[src/rtl/csvft_pkg.sv]
`timescale 1ns / 1ps
// ----------------------------------------------------------------------------
// CSV field tokenizer package
// Shared constants, result and packet types, and a helper function.
// ----------------------------------------------------------------------------
package csvft_pkg;

    localparam int FIELD_INDEX_BITS = 16;
    localparam int RES_MAX          = 3;
    localparam int QUEUE_DEPTH      = 4;
    localparam int QPTR_BITS        = $clog2(QUEUE_DEPTH);
    localparam int QCNT_BITS        = $clog2(QUEUE_DEPTH + 1);

    localparam logic [7:0] BACKSLASH_BYTE = 8'h5C;
    localparam logic [6:0] DELIM_RESET    = 7'd44;
    localparam logic [6:0] QUOTE_RESET    = 7'd34;

    localparam logic [7:0] UTF8_LEAD2_LO = 8'hC2;
    localparam logic [7:0] UTF8_LEAD2_HI = 8'hDF;
    localparam logic [7:0] UTF8_LEAD3_LO = 8'hE0;
    localparam logic [7:0] UTF8_LEAD3_HI = 8'hEF;
    localparam logic [7:0] UTF8_LEAD4_LO = 8'hF0;
    localparam logic [7:0] UTF8_LEAD4_HI = 8'hF4;
    localparam logic [1:0] UTF8_CONT_TAG = 2'b10;

    typedef enum logic {
        CFG_DELIMITER = 1'b0,
        CFG_QUOTE     = 1'b1
    } t_cfg_index;

    typedef struct packed {
        logic [7:0] out_byte;
        logic       has_byte;
        logic       field_end;
        logic       utf8_error;
    } t_res;

    typedef struct packed {
        t_res [RES_MAX-1:0] res;
        logic [1:0]         cnt;
        logic [15:0]        field_number;
    } t_pkt;

    function automatic logic [15:0] sat_field(input logic [FIELD_INDEX_BITS-1:0] v);
        logic [32:0] ext;
        ext = 33'(v);
        return (ext > 33'h0FFFF) ? 16'hFFFF : ext[15:0];
    endfunction

endpackage

[src/rtl/csvft_front.sv]
`timescale 1ns / 1ps
// ----------------------------------------------------------------------------
// CSV field tokenizer front end
// Holds the configuration and the per-line parse state, classifies each
// input byte and pushes the results it causes as one packet.
// ----------------------------------------------------------------------------
module csvft_front
    import csvft_pkg::*;
(
    input  logic       i_clk,
    input  logic       i_rst_n,
    input  logic       i_cfg_valid,
    input  logic       i_cfg_index,
    input  logic [6:0] i_cfg_data,
    input  logic       i_accept,
    input  logic [7:0] i_data_byte,
    input  logic       i_last_in_line,
    output logic       o_push,
    output t_pkt       o_pkt
);

    logic [6:0]                  r_delim;
    logic [6:0]                  r_quote;
    logic                        r_inq;
    logic                        r_qp;
    logic                        r_bp;
    logic [1:0]                  r_left;
    logic                        r_drop;
    logic [FIELD_INDEX_BITS-1:0] r_cnt;

    logic                        n_inq;
    logic                        n_qp;
    logic                        n_bp;
    logic [1:0]                  n_left;
    logic                        n_drop;
    logic [FIELD_INDEX_BITS-1:0] n_cnt;
    t_pkt                        n_pkt;

    always_ff @(posedge i_clk) begin
        if (!i_rst_n) begin
            r_delim <= DELIM_RESET;
            r_quote <= QUOTE_RESET;
        end else if (i_cfg_valid) begin
            unique case (t_cfg_index'(i_cfg_index))
                CFG_DELIMITER: r_delim <= i_cfg_data;
                CFG_QUOTE:     r_quote <= i_cfg_data;
                default:       r_delim <= r_delim;
            endcase
        end
    end

    always_comb begin
        logic [7:0] b;
        logic [1:0] k;
        logic       done;
        logic       err;
        logic       dend;
        logic       is_quote;
        b        = i_data_byte;
        k        = 2'd0;
        done     = 1'b0;
        err      = 1'b0;
        dend     = 1'b0;
        is_quote = (b == {1'b0, r_quote});
        n_inq    = r_inq;
        n_qp     = r_qp;
        n_bp     = r_bp;
        n_left   = r_left;
        n_drop   = r_drop;
        n_cnt    = r_cnt;
        n_pkt    = '0;
        n_pkt.field_number = sat_field(r_cnt);

        if (!r_drop) begin
            if (r_qp) begin
                n_qp = 1'b0;
                if (is_quote) begin
                    n_pkt.res[k] = '{out_byte: b, has_byte: 1'b1, field_end: 1'b0,
                                     utf8_error: 1'b0};
                    k    = k + 2'd1;
                    done = 1'b1;
                end else begin
                    n_inq = 1'b0;
                end
            end else if (r_bp) begin
                n_bp = 1'b0;
                if (is_quote || (b == BACKSLASH_BYTE)) begin
                    n_pkt.res[k] = '{out_byte: b, has_byte: 1'b1, field_end: 1'b0,
                                     utf8_error: 1'b0};
                    k    = k + 2'd1;
                    done = 1'b1;
                end else begin
                    n_pkt.res[k] = '{out_byte: BACKSLASH_BYTE, has_byte: 1'b1,
                                     field_end: 1'b0, utf8_error: 1'b0};
                    k = k + 2'd1;
                end
            end

            if (!done) begin
                if (r_left != 2'd0) begin
                    if ((b[7:6] != UTF8_CONT_TAG) || (i_last_in_line && (r_left > 2'd1))) begin
                        err = 1'b1;
                    end else begin
                        n_left = r_left - 2'd1;
                        n_pkt.res[k] = '{out_byte: b, has_byte: 1'b1, field_end: 1'b0,
                                         utf8_error: 1'b0};
                        k = k + 2'd1;
                    end
                end else if (b[7]) begin
                    if ((b >= UTF8_LEAD2_LO) && (b <= UTF8_LEAD2_HI)) begin
                        n_left = 2'd1;
                    end else if ((b >= UTF8_LEAD3_LO) && (b <= UTF8_LEAD3_HI)) begin
                        n_left = 2'd2;
                    end else if ((b >= UTF8_LEAD4_LO) && (b <= UTF8_LEAD4_HI)) begin
                        n_left = 2'd3;
                    end else begin
                        err = 1'b1;
                    end
                    if (!err && i_last_in_line) begin
                        err = 1'b1;
                    end
                    if (err) begin
                        n_left = r_left;
                    end else begin
                        n_pkt.res[k] = '{out_byte: b, has_byte: 1'b1, field_end: 1'b0,
                                         utf8_error: 1'b0};
                        k = k + 2'd1;
                    end
                end else if (is_quote) begin
                    if (n_inq) begin
                        n_qp = 1'b1;
                    end else begin
                        n_inq = 1'b1;
                    end
                end else if ((b == {1'b0, r_delim}) && !n_inq) begin
                    n_pkt.res[k] = '{out_byte: 8'd0, has_byte: 1'b0, field_end: 1'b1,
                                     utf8_error: 1'b0};
                    k    = k + 2'd1;
                    dend = 1'b1;
                    if (r_cnt != '1) begin
                        n_cnt = r_cnt + 1'b1;
                    end
                end else if (b == BACKSLASH_BYTE) begin
                    n_bp = 1'b1;
                end else begin
                    n_pkt.res[k] = '{out_byte: b, has_byte: 1'b1, field_end: 1'b0,
                                     utf8_error: 1'b0};
                    k = k + 2'd1;
                end
            end

            if (err) begin
                n_pkt.res[k] = '{out_byte: 8'd0, has_byte: 1'b0, field_end: 1'b0,
                                 utf8_error: 1'b1};
                k      = k + 2'd1;
                n_drop = 1'b1;
            end

            if (i_last_in_line && !err) begin
                if (n_bp) begin
                    n_pkt.res[k] = '{out_byte: BACKSLASH_BYTE, has_byte: 1'b1,
                                     field_end: 1'b0, utf8_error: 1'b0};
                    k = k + 2'd1;
                end
                if (!dend) begin
                    n_pkt.res[k] = '{out_byte: 8'd0, has_byte: 1'b0, field_end: 1'b1,
                                     utf8_error: 1'b0};
                    k = k + 2'd1;
                end
            end
        end

        if (i_last_in_line) begin
            n_inq  = 1'b0;
            n_qp   = 1'b0;
            n_bp   = 1'b0;
            n_left = 2'd0;
            n_drop = 1'b0;
            n_cnt  = '0;
        end
        n_pkt.cnt = k;
    end

    always_ff @(posedge i_clk) begin
        if (!i_rst_n) begin
            r_inq  <= 1'b0;
            r_qp   <= 1'b0;
            r_bp   <= 1'b0;
            r_left <= 2'd0;
            r_drop <= 1'b0;
            r_cnt  <= '0;
        end else if (i_accept) begin
            r_inq  <= n_inq;
            r_qp   <= n_qp;
            r_bp   <= n_bp;
            r_left <= n_left;
            r_drop <= n_drop;
            r_cnt  <= n_cnt;
        end
    end

    assign o_push = i_accept && (n_pkt.cnt != 2'd0);
    assign o_pkt  = n_pkt;

endmodule

[src/rtl/csvft_queue.sv]
`timescale 1ns / 1ps
// ----------------------------------------------------------------------------
// CSV field tokenizer packet queue
// Short first-in first-out queue of result packets between front and back.
// ----------------------------------------------------------------------------
module csvft_queue
    import csvft_pkg::*;
(
    input  logic i_clk,
    input  logic i_rst_n,
    input  logic i_push,
    input  t_pkt i_pkt,
    input  logic i_pop,
    output t_pkt o_pkt,
    output logic o_full,
    output logic o_nonempty
);

    t_pkt                 r_mem [QUEUE_DEPTH];
    logic [QPTR_BITS-1:0] r_wr;
    logic [QPTR_BITS-1:0] r_rd;
    logic [QCNT_BITS-1:0] r_count;
    logic                 do_push;
    logic                 do_pop;

    assign o_full     = (r_count == QCNT_BITS'(QUEUE_DEPTH));
    assign o_nonempty = (r_count != '0);
    assign do_push    = i_push && !o_full;
    assign do_pop     = i_pop && o_nonempty;
    assign o_pkt      = r_mem[r_rd];

    always_ff @(posedge i_clk) begin
        if (do_push) begin
            r_mem[r_wr] <= i_pkt;
        end
    end

    always_ff @(posedge i_clk) begin
        if (!i_rst_n) begin
            r_wr    <= '0;
            r_rd    <= '0;
            r_count <= '0;
        end else begin
            if (do_push) begin
                r_wr <= r_wr + 1'b1;
            end
            if (do_pop) begin
                r_rd <= r_rd + 1'b1;
            end
            if (do_push && !do_pop) begin
                r_count <= r_count + 1'b1;
            end else if (do_pop && !do_push) begin
                r_count <= r_count - 1'b1;
            end
        end
    end

endmodule

[src/rtl/csvft_back.sv]
`timescale 1ns / 1ps
// ----------------------------------------------------------------------------
// CSV field tokenizer back end
// Takes packets from the queue and presents their results one beat at a time
// from an output register.
// ----------------------------------------------------------------------------
module csvft_back
    import csvft_pkg::*;
(
    input  logic        i_clk,
    input  logic        i_rst_n,
    input  t_pkt        i_pkt,
    input  logic        i_q_nonempty,
    output logic        o_q_pop,
    input  logic        i_pop,
    output logic        o_empty,
    output logic [7:0]  o_out_byte,
    output logic        o_has_byte,
    output logic        o_field_end,
    output logic [15:0] o_field_number,
    output logic        o_utf8_error,
    output logic        o_last
);

    logic       r_valid;
    t_pkt       r_pkt;
    logic [1:0] r_idx;
    logic       is_last;
    logic       taken;
    logic       load;
    t_res       cur;

    assign cur     = r_pkt.res[r_idx];
    assign is_last = (r_idx == 2'(r_pkt.cnt - 2'd1));
    assign taken   = i_pop && r_valid;
    assign load    = i_q_nonempty && (!r_valid || (taken && is_last));
    assign o_q_pop = load;

    always_ff @(posedge i_clk) begin
        if (!i_rst_n) begin
            r_valid <= 1'b0;
            r_idx   <= 2'd0;
        end else if (load) begin
            r_valid <= 1'b1;
            r_idx   <= 2'd0;
        end else if (taken) begin
            if (is_last) begin
                r_valid <= 1'b0;
            end else begin
                r_idx <= r_idx + 2'd1;
            end
        end
    end

    always_ff @(posedge i_clk) begin
        if (load) begin
            r_pkt <= i_pkt;
        end
    end

    assign o_empty        = !r_valid;
    assign o_out_byte     = cur.out_byte;
    assign o_has_byte     = cur.has_byte;
    assign o_field_end    = cur.field_end;
    assign o_utf8_error   = cur.utf8_error;
    assign o_field_number = r_pkt.field_number;
    assign o_last         = is_last;

endmodule

[src/rtl/csv_field_tokenizer_core.sv]
`timescale 1ns / 1ps
// ----------------------------------------------------------------------------
// CSV field tokenizer core
// Splits a byte stream of CSV lines into field content bytes and field end
// markers, with quoting, backslash escapes and UTF-8 checking.
// ----------------------------------------------------------------------------
// The block takes one input byte and gives one result per cycle unless
// stalled. Each byte is classified in the cycle it is pushed and causes zero
// to three results, which enter a four-packet queue; the output stage then
// presents them one beat each. Bytes that cause at most one result sustain
// one byte per cycle when the consumer pops every cycle; a byte with two or
// three results takes one output beat per result, so the input rate is
// bounded by the total number of results. The delimiter and quote registers
// are written through the configuration channel, which is always ready.
module csv_field_tokenizer_core
    import csvft_pkg::*;
(
    input  logic        i_clk,
    input  logic        i_rst_n,
    input  logic        i_cfg_valid,
    output logic        o_cfg_ready,
    input  logic        i_cfg_index,
    input  logic [6:0]  i_cfg_data,
    input  logic        push,
    output logic        full,
    input  logic [7:0]  i_data_byte,
    input  logic        i_last_in_line,
    output logic        empty,
    input  logic        pop,
    output logic [7:0]  o_out_byte,
    output logic        o_has_byte,
    output logic        o_field_end,
    output logic [15:0] o_field_number,
    output logic        o_utf8_error,
    output logic        o_last
);

    logic accept;
    logic f_push;
    t_pkt f_pkt;
    t_pkt q_pkt;
    logic q_full;
    logic q_nonempty;
    logic q_pop;

    assign o_cfg_ready = 1'b1;
    assign full        = q_full;
    assign accept      = push && !q_full;

    csvft_front u_front (
        .i_clk          (i_clk),
        .i_rst_n        (i_rst_n),
        .i_cfg_valid    (i_cfg_valid),
        .i_cfg_index    (i_cfg_index),
        .i_cfg_data     (i_cfg_data),
        .i_accept       (accept),
        .i_data_byte    (i_data_byte),
        .i_last_in_line (i_last_in_line),
        .o_push         (f_push),
        .o_pkt          (f_pkt)
    );

    csvft_queue u_queue (
        .i_clk      (i_clk),
        .i_rst_n    (i_rst_n),
        .i_push     (f_push),
        .i_pkt      (f_pkt),
        .i_pop      (q_pop),
        .o_pkt      (q_pkt),
        .o_full     (q_full),
        .o_nonempty (q_nonempty)
    );

    csvft_back u_back (
        .i_clk          (i_clk),
        .i_rst_n        (i_rst_n),
        .i_pkt          (q_pkt),
        .i_q_nonempty   (q_nonempty),
        .o_q_pop        (q_pop),
        .i_pop          (pop),
        .o_empty        (empty),
        .o_out_byte     (o_out_byte),
        .o_has_byte     (o_has_byte),
        .o_field_end    (o_field_end),
        .o_field_number (o_field_number),
        .o_utf8_error   (o_utf8_error),
        .o_last         (o_last)
    );

endmodule

[config.mk]
export PLATFORM = sky130hd
export DESIGN_NAME = csv_field_tokenizer_core
export DESIGN_NICKNAME = d
export VERILOG_FILES = /design/src/rtl/csvft_pkg.sv /design/src/rtl/csvft_front.sv /design/src/rtl/csvft_queue.sv /design/src/rtl/csvft_back.sv /design/src/rtl/csv_field_tokenizer_core.sv
export SDC_FILE = /design/constraint.sdc
export NUM_CORES = 1
export LEC_CHECK = 0
export BUFFER_PORTS_ARGS = -buffer_cell sky130_fd_sc_hd__buf_2
export CORE_MARGIN = 5
export CORE_UTILIZATION = 60
export CTS_BUF_LIST = sky130_fd_sc_hd__clkbuf_16
export DETAILED_ROUTE_END_ITERATION = 8
export PLACE_DENSITY = 0.78
export RECOVER_POWER = 50
export SLEW_MARGIN = 40
export SYNTH_ARGS = -nofsm -noshare
export SYNTH_HDL_FRONTEND = slang
export SYNTH_SLANG_ARGS = --single-unit
[constraint.sdc]
create_clock -name i_clk -period 9.4 [get_ports i_clk]
set_input_delay 1.41 -clock i_clk [delete_from_list [all_inputs] [get_ports i_clk]]
set_output_delay 1.41 -clock i_clk [all_outputs]
set_load 0.01 [all_outputs]
==> summary.md, run 1 <==
| Metric | Value |
|---|---|
| Antenna violations before repair | `0` |
| Max-cap violations | `2` |
| Avg WL per Cell | `22.11 um` |
| GP Congestion | `0.9278` |
| Clock Sinks | `261` |
| Final antenna-violating net count | `0` |
| Commonest non-fill, non-tap cell in the layout | `edfxtp_1` |
| Sw frac | `28.01%` |
| Post-CTS Setup Inserts | `0` |
| Arrival time at the worst endpoint | `7.95 ns` |
| Area Growth Syn to Fin | `7.971%` |
| Critical path launch point type | `primary input` |
| Post-synth EDFFs | `215` |
| IO buf count | `51` |
| Pleak | `4.241 nW` |
| DRC viols | `0` |
| Worst hold slack | `0.4898 ns` |
| Required @ worst endpoint | `9.81 ns` |
| P_int | `2.395 mW` |
| Syn Area/Cell | `14.51 sq um` |
| Ratio of cells with drive above 1 in the final layout | `14.54%` |
| Fin crit period | `7.541 ns` |
| Cell Area, Synth | `11680 sq um` |
| GRT Total Usage | `22.52%` |
| Register area share after synthesis | `63.17%` |
| CP max FO | `18` |
| Primary FF master, synth | `edfxtp_1` |
| Initial drt markers | `472` |
| Max Clock Freq | `132.6 MHz` |
| Ys async rst share | `0%` |
| Placed insts | `1068` |
| Kind of critical path | `primary input to flip-flop` |
| Power per Cell Area | `263.9 nW/um^2` |
| CTS resizes | `0` |
| Clk slew on worst S/H paths | `0.06 ns` |
| Setup violators final | `0` |
| Final WL | `24570 um` |
| Most frequent cells in the layout | `edfxtp_1, nand2_1, dfxtp_1` |
| Die ar. | `22350 sq um` |
| Net switching power | `0.9321 mW` |
| TNS Setup | `0 ns` |
| CTS tree | `yes` |
| Syn Inst Count | `805` |
| Max Buffers Root-to-Sink | `3` |
| Clock Skews | `0.01363 ns` |
| Largest net degree at the start of global routing | `46` |
| Ports | `53` |
| Vias | `6815` |
| Syn nets | `849` |
| Slew headroom | `-153.0%` |
| Endpoints failing hold | `0` |
| Htree depth | `1` |
| Clock latency on the worst-skew pair | `0.51 ns` |
| Root Buffer | `clkbuf_16` |
| Yosys warns | `0` |
| NumNets Final | `874` |
| Max-slew violations | `91` |
| Worst-margin pin slew | `3.794 ns` |
| Core ar. | `19330 sq um` |
| First-pass GRT wire length | `38790 um` |
| Cell Rows | `51` |
| Detailed Place HPWL | `16330 um` |
| Die height | `149.5 um` |
| GR Overflow Total | `0` |
| Status | `finished, violations left` |
| Failing checks | `capacitance limit, slew limit` |
| Avg Vias per Cell | `6.134` |
| Vias in the first global route | `6878` |
| Final std cells w/o fill | `1111` |
| Yosys reg bits | `261` |
| Starting Density | `60.40%` |
| Logic pwr share | `22.5%` |
| Max rail drop VDD | `0.1674 mV` |
| Sequential Power Share | `50.5%` |
| CTS Hold Bufs | `0` |
| Endpoint class of the critical path | `flip-flop` |
| Width of the die | `149.5 um` |
| Filler Cell Count | `1386` |
| Unrepaired setup endpoints after global routing | `no` |
| Drt first pass iters | `6` |
| Post-synth cell types | `81` |
| Final period util | `80.23%` |
| Worst min path class | `flip-flop to flip-flop` |
| Clock Power Share | `27.0%` |
| Number of CTS-inserted buffers | `25` |
| Total power | `3.328 mW` |
| ANT cells | `0` |
## sequential cells by signal (all words and copies together) (netlist names)
name                   flops
u_queue.r_rd               2
u_front.r_delim            7
u_back.r_valid             1
u_queue.r_wr               2
u_back.r_pkt              27
u_front.r_bp               1
u_front.r_inq              1
u_front.r_quote            7
u_front.r_left             2
u_queue.r_count            3
u_front.r_drop             1
u_back.r_idx               2
u_front.r_cnt             16
u_back.o_field_number     16
u_queue.r_mem            172
u_front.r_qp               1
## cells in the mapped netlist (all sizes together) (3+ instances only)
library cell | instances | area (sq um)
and2 | 18 | 112.6
nand3 | 27 | 140.1
mux2i | 11 | 110.1
a21o | 4 | 31.28
o21ai | 21 | 105.1
nor3 | 20 | 116.4
buf | 37 | 254.0
nor4 | 8 | 71.32
edfxtp | 215 | 6456
mux4 | 43 | 968.4
inv | 23 | 86.33
nor2b | 12 | 75.07
a41oi | 4 | 35.03
nor2 | 38 | 142.6
a22oi | 3 | 27.52
nand2 | 69 | 259.0
and4 | 5 | 43.79
xnor2 | 22 | 245.2
a21oi | 26 | 141.4
nand2b | 9 | 56.30
o211ai | 3 | 22.52
a311oi | 3 | 43.80
xor2 | 13 | 136.4
a211oi | 4 | 30.03
dfxtp | 46 | 920.9
a31oi | 5 | 52.55
nand4 | 11 | 81.32
a21boi | 14 | 105.1
a2111oi | 3 | 32.53
or3 | 4 | 25.02
o31a | 5 | 43.79
or2 | 4 | 25.02
clkbuf | 19 | 71.32
and3 | 6 | 37.54
ha | 21 | 262.8
## cell type report
type	count	area (sq um)	area share [%]
multi-input combinational	465	3857	30.59
sequential	261	7381	58.54
tap	265	331.6	2.630
timing repair buffer	54	226.5	1.796
inverter	23	86.33	0.6847
clock buffer	25	625.6	4.962
clock inverter	18	100.1	0.7939
## power by group through the flow
stage | Combinational (mW) | Sequential (mW) | Clock (mW)
4_1_cts | 0.777 | 1.67 | 0.912
3_3_place_gp | 0.740 | 1.68 | 0
3_5_place_dp | 0.772 | 1.70 | 0
5_1_grt | 0.826 | 1.70 | 0.963
2_1_floorplan | 0.602 | 1.65 | 0
6_report | 0.749 | 1.68 | 0.899
## kinds of logic after synthesis
kind of cell | count (synthesis) | synth area share, %
AOI/OAI and AO/OA | 114 | 7.500
adders and majority gates | 22 | 2.422
and+or+nand+nor | 239 | 10.84
other | 1 | 0.03211
DFF | 261 | 63.17
muxes | 54 | 9.236
xor gates and xnor gates | 35 | 3.268
buffers and inverters | 79 | 3.525
## layer usage
layer	wire length (um)	GRT usage, %	part of all wire [%]	vias up
li1	-	-	-	3098
met1	10240	31.44	42	3398
met2	12080	37.06	49	263
met3	1485	3.331	6.0	56
met4	771	7.231	3.1	0
met5	0	0	0	-
## per-stage QoR
step	setup WS, ns	cell area, sq um	utilization (%)
6_report	1.859	12610	65.21
2_1_floorplan	2.499	11680	-
3_5_place_dp	1.705	11990	62.02
4_1_cts	2.209	12720	65.77
3_3_place_gp	2.142	11970	61.90
5_1_grt	1.455	12610	65.21
## path summary, 6_finish.rpt
check                                         from                  to  slack, ns  depth (start not counted)
worst max-delay path                i_data_byte[7]  u_queue.r_count[2]       1.86                         22
worst min-delay path            u_front.r_quote[5]  u_front.r_quote[5]       0.49                          2
worst max register to register  u_front.r_quote[3]  u_queue.r_count[2]       2.71                         25
worst min register to register  u_front.r_quote[5]  u_front.r_quote[5]       0.49                          2
## worst max-delay path, cell delays in order
cell	delay [ns]
clkbuf_1	0.34
inv_1	0.39
nand4_1	0.35
nor3_1	1.03
nand3_1	0.36
and2_0	0.33
ha_1	0.29
nor3_1	0.38
a31oi_4	0.08
inv_1	0.15
ha_1	0.27
mux2i_1	0.21
ha_1	0.27
nand3_1	0.09
o2111ai_1	0.18
o22ai_4	0.30
ha_1	0.26
inv_1	0.07
fa_1	0.40
xor2_1	0.18
or3_1	0.33
a21boi_0	0.25
Power figures use the tool's default switching activity.
==> run 2: changes to the inputs <==
- clock period: 9.4 -> 7 ns (I/O delays scaled with it)
==> run 2 against run 1 <==
The run still ends with capacitance limit, slew limit left. Clock power up 42%. Global-route usage up 1.1 points. Wire length up 4.1%. Worst setup slack worse by 1.4 ns. Non-clock buffer count up 12. Critical path depth unchanged. Combinational power up 43%. Sequential cell count unchanged. Largest power group unchanged. Highest routed layer unchanged.
==> summary.md, run 2 (synthesis results as in run 1) <==
| Metric | Value |
|---|---|
| GR Overflow Total | `0 (unchanged)` |
| Clock Sinks | `261 (unchanged)` |
| Max-slew violations | `106 (was 91)` |
| Setup violators final | `0 (unchanged)` |
| Clock Skews | `0.01255 ns (was 0.01363 ns)` |
| GRT Total Usage | `23.61% (was 22.52%)` |
| ANT cells | `0 (unchanged)` |
| Post-CTS Setup Inserts | `0 (unchanged)` |
| Area Growth Syn to Fin | `9.664% (was 7.971%)` |
| Cell family with most CP delay | `simple AND/OR/NAND/NOR gates (unchanged)` |
| Crit-path slowest cell | `nor3_1 (unchanged)` |
| CTS Hold Bufs | `0 (unchanged)` |
| R2R Setup Slk | `0.85 ns (was 2.71 ns)` |
| Pleak | `4.338 nW (was 4.241 nW)` |
| Number of CTS-inserted buffers | `26 (was 25)` |
| Critical path launch point type | `primary input (unchanged)` |
| Root Buffer | `clkbuf_16 (unchanged)` |
| CTS tree | `yes (unchanged)` |
| Status | `finished, violations left (unchanged)` |
| IO buf count | `51 (unchanged)` |
| Register with the most flip-flops | `u_queue.r_mem (unchanged)` |
| Worst path cell trace | `buf_2, inv_1, nand4_1, nor3_1, nand3_1, and2_1, ha_1, nor3_1, a31oi_4, inv_2, ha_1, mux2i_1, ha_1, nand3_1, o2111ai_1, o22ai_4, ha_1, inv_1, fa_1, xor2_1, or3_1, a21boi_0 (was clkbuf_1, inv_1, nand4_1, nor3_1, nand3_1, and2_0, ha_1, nor3_1, a31oi_4, inv_1, ha_1, mux2i_1, ha_1, nand3_1, o2111ai_1, o22ai_4, ha_1, inv_1, fa_1, xor2_1, or3_1, a21boi_0)` |
| Endpoints failing hold | `0 (unchanged)` |
| Post-Place Worst Slack | `0.06781 ns (was 1.705 ns)` |
| NumNets Final | `887 (was 874)` |
| Max Clock Freq | `152.2 MHz` |
| CTS resizes | `0 (unchanged)` |
| Final WL | `25570 um (was 24570 um)` |
| Die height | `149.5 um (unchanged)` |
| Power per Cell Area | `358.3 nW/um^2 (was 263.9 nW/um^2)` |
| Vias | `6865 (was 6815)` |
| Endpoint class of the critical path | `flip-flop (unchanged)` |
| Largest net degree at the start of global routing | `45 (was 46)` |
| Initial drt markers | `551 (was 472)` |
| Width of the die | `149.5 um (unchanged)` |
| Worst path bufs/invs | `4 (unchanged)` |
| TNS Setup | `0 ns (unchanged)` |
| Avg Vias per Cell | `6.086 (was 6.134)` |
| Biggest regs | `u_queue.r_mem x172, u_back.r_pkt x27 (unchanged)` |
| Final period util | `93.88%` |
| Max Buffers Root-to-Sink | `3 (unchanged)` |
| Setup ws final | `0.4285 ns (was 1.859 ns)` |
| GP Congestion | `0.8975 (was 0.9278)` |
| Ports | `53 (unchanged)` |
| Drt first pass iters | `5 (was 6)` |
| First-pass GRT wire length | `40440 um (was 38790 um)` |
| Starting Density | `60.40% (unchanged)` |
| Failing checks | `capacitance limit, slew limit (unchanged)` |
| CP max FO | `18 (unchanged)` |
| Avg WL per Cell | `22.66 um (was 22.11 um)` |
| Commonest non-fill, non-tap cell in the layout | `edfxtp_1 (unchanged)` |
| Detailed Place HPWL | `16810 um (was 16330 um)` |
| Most frequent cells in the layout | `edfxtp_1, nand2_1, dfxtp_1 (unchanged)` |
| Reg2Reg Launch Point | `u_front.r_quote[3] (unchanged)` |
| Arrival time at the worst endpoint | `7.00 ns (was 7.95 ns)` |
| Vias in the first global route | `7142 (was 6878)` |
| Required @ worst endpoint | `7.43 ns (was 9.81 ns)` |
| Max rail drop VDD | `0.1751 mV (was 0.1674 mV)` |
| Ratio of cells with drive above 1 in the final layout | `16.92% (was 14.54%)` |
| Hold Path End | `u_front.r_quote[1] (was u_front.r_quote[5])` |
| Cell Rows | `51 (unchanged)` |
| Slew headroom | `-152.8% (was -153.0%)` |
| FF-to-FF path depth | `25 (unchanged)` |
| DRC viols | `0 (unchanged)` |
| Most used cell along the critical path | `ha_1 (unchanged)` |
| Multi-input gate area | `3846 sq um (was 3857 sq um)` |
| Worst min path class | `flip-flop to flip-flop (unchanged)` |
| CP max stage delay | `1.07 ns (was 1.03 ns)` |
| Hold Path Depth | `2 (unchanged)` |
| Fin crit period | `6.571 ns` |
| Final antenna-violating net count | `0 (unchanged)` |
| Register area | `7378 sq um (was 7381 sq um)` |
| Antenna violations before repair | `0 (unchanged)` |
| Unrepaired setup endpoints after global routing | `no (unchanged)` |
| Die ar. | `22350 sq um (unchanged)` |
| Max FFs per register | `172 (unchanged)` |
| Max-cap violations | `3 (was 2)` |
| Clock latency on the worst-skew pair | `0.52 ns (was 0.51 ns)` |
| Clk slew on worst S/H paths | `0.06 ns (about the same)` |
| Hold Path Origin | `u_front.r_quote[1] (was u_front.r_quote[5])` |
| Htree depth | `1 (unchanged)` |
| Crit Reg-Reg Endpoint | `u_queue.r_count[2] (unchanged)` |
| Filler Cell Count | `1351 (was 1386)` |
| Core ar. | `19330 sq um (unchanged)` |
| Worst hold slack | `0.4826 ns (was 0.4898 ns)` |
| Worst-margin pin slew | `3.793 ns (was 3.794 ns)` |
| Kind of critical path | `primary input to flip-flop (unchanged)` |
-- run 2: worst min-delay path: stages, from the launching register on --
cell     delay [ns]
dfxtp_1        0.32
nand2_1        0.05
nand3_1        0.06
-- run 2: worst max-delay path by stage --
stage                   startpoint                   to  slack [ns]  depth (start not counted)
detailed placement  i_data_byte[3]   u_queue.r_count[2]        0.07                         26
global route        i_data_byte[3]   u_queue.r_count[2]       0.002                         26
finish              i_data_byte[7]   u_queue.r_count[2]        0.43                         22
global placement    i_data_byte[3]   u_queue.r_count[2]        0.45                         26
floorplan           i_data_byte[3]  u_queue.r_mem[0][0]        0.46                         21
CTS                 i_data_byte[3]   u_queue.r_count[2]        0.58                         26
-- run 2: per-layer routing --
metal / global-route usage, % / share of wire, % / vias up
li1: - / - / 3140
met1: 32.81 / 43 / 3445
met2: 39.82 / 49 / 229
met3: 3.119 / 5.4 / 51
met4: 6.499 / 2.5 / 0
met5: 0 / 0 / -
-- run 2: final cells by class --
cell class | instances | share of cell area [%]
timing repair buffer | 66 | 2.882
clock inverter | 21 | 0.9282
multi-input combinational | 465 | 30.03
sequential | 261 | 57.62
tap | 265 | 2.589
clock buffer | 27 | 5.276
inverter | 23 | 0.6742
-- run 2: power by group --
part / switching, mW / internal [mW]
clock: 0.547 / 0.732
combinational: 0.640 / 0.434
sequential: 0.109 / 2.13
total: 1.30 / 3.29
-- run 2: per-stage QoR --
step	power, mW	util (%)	cells	instance area, sq um
after CTS	4.637	66.78	1128	12910
after detailed placement	3.349	62.67	1080	12120
after floorplan	3.021	-	805	11680
after global placement	3.283	62.63	1080	12110
after global routing	4.811	66.23	1128	12810
final	4.589	66.23	1128	12810
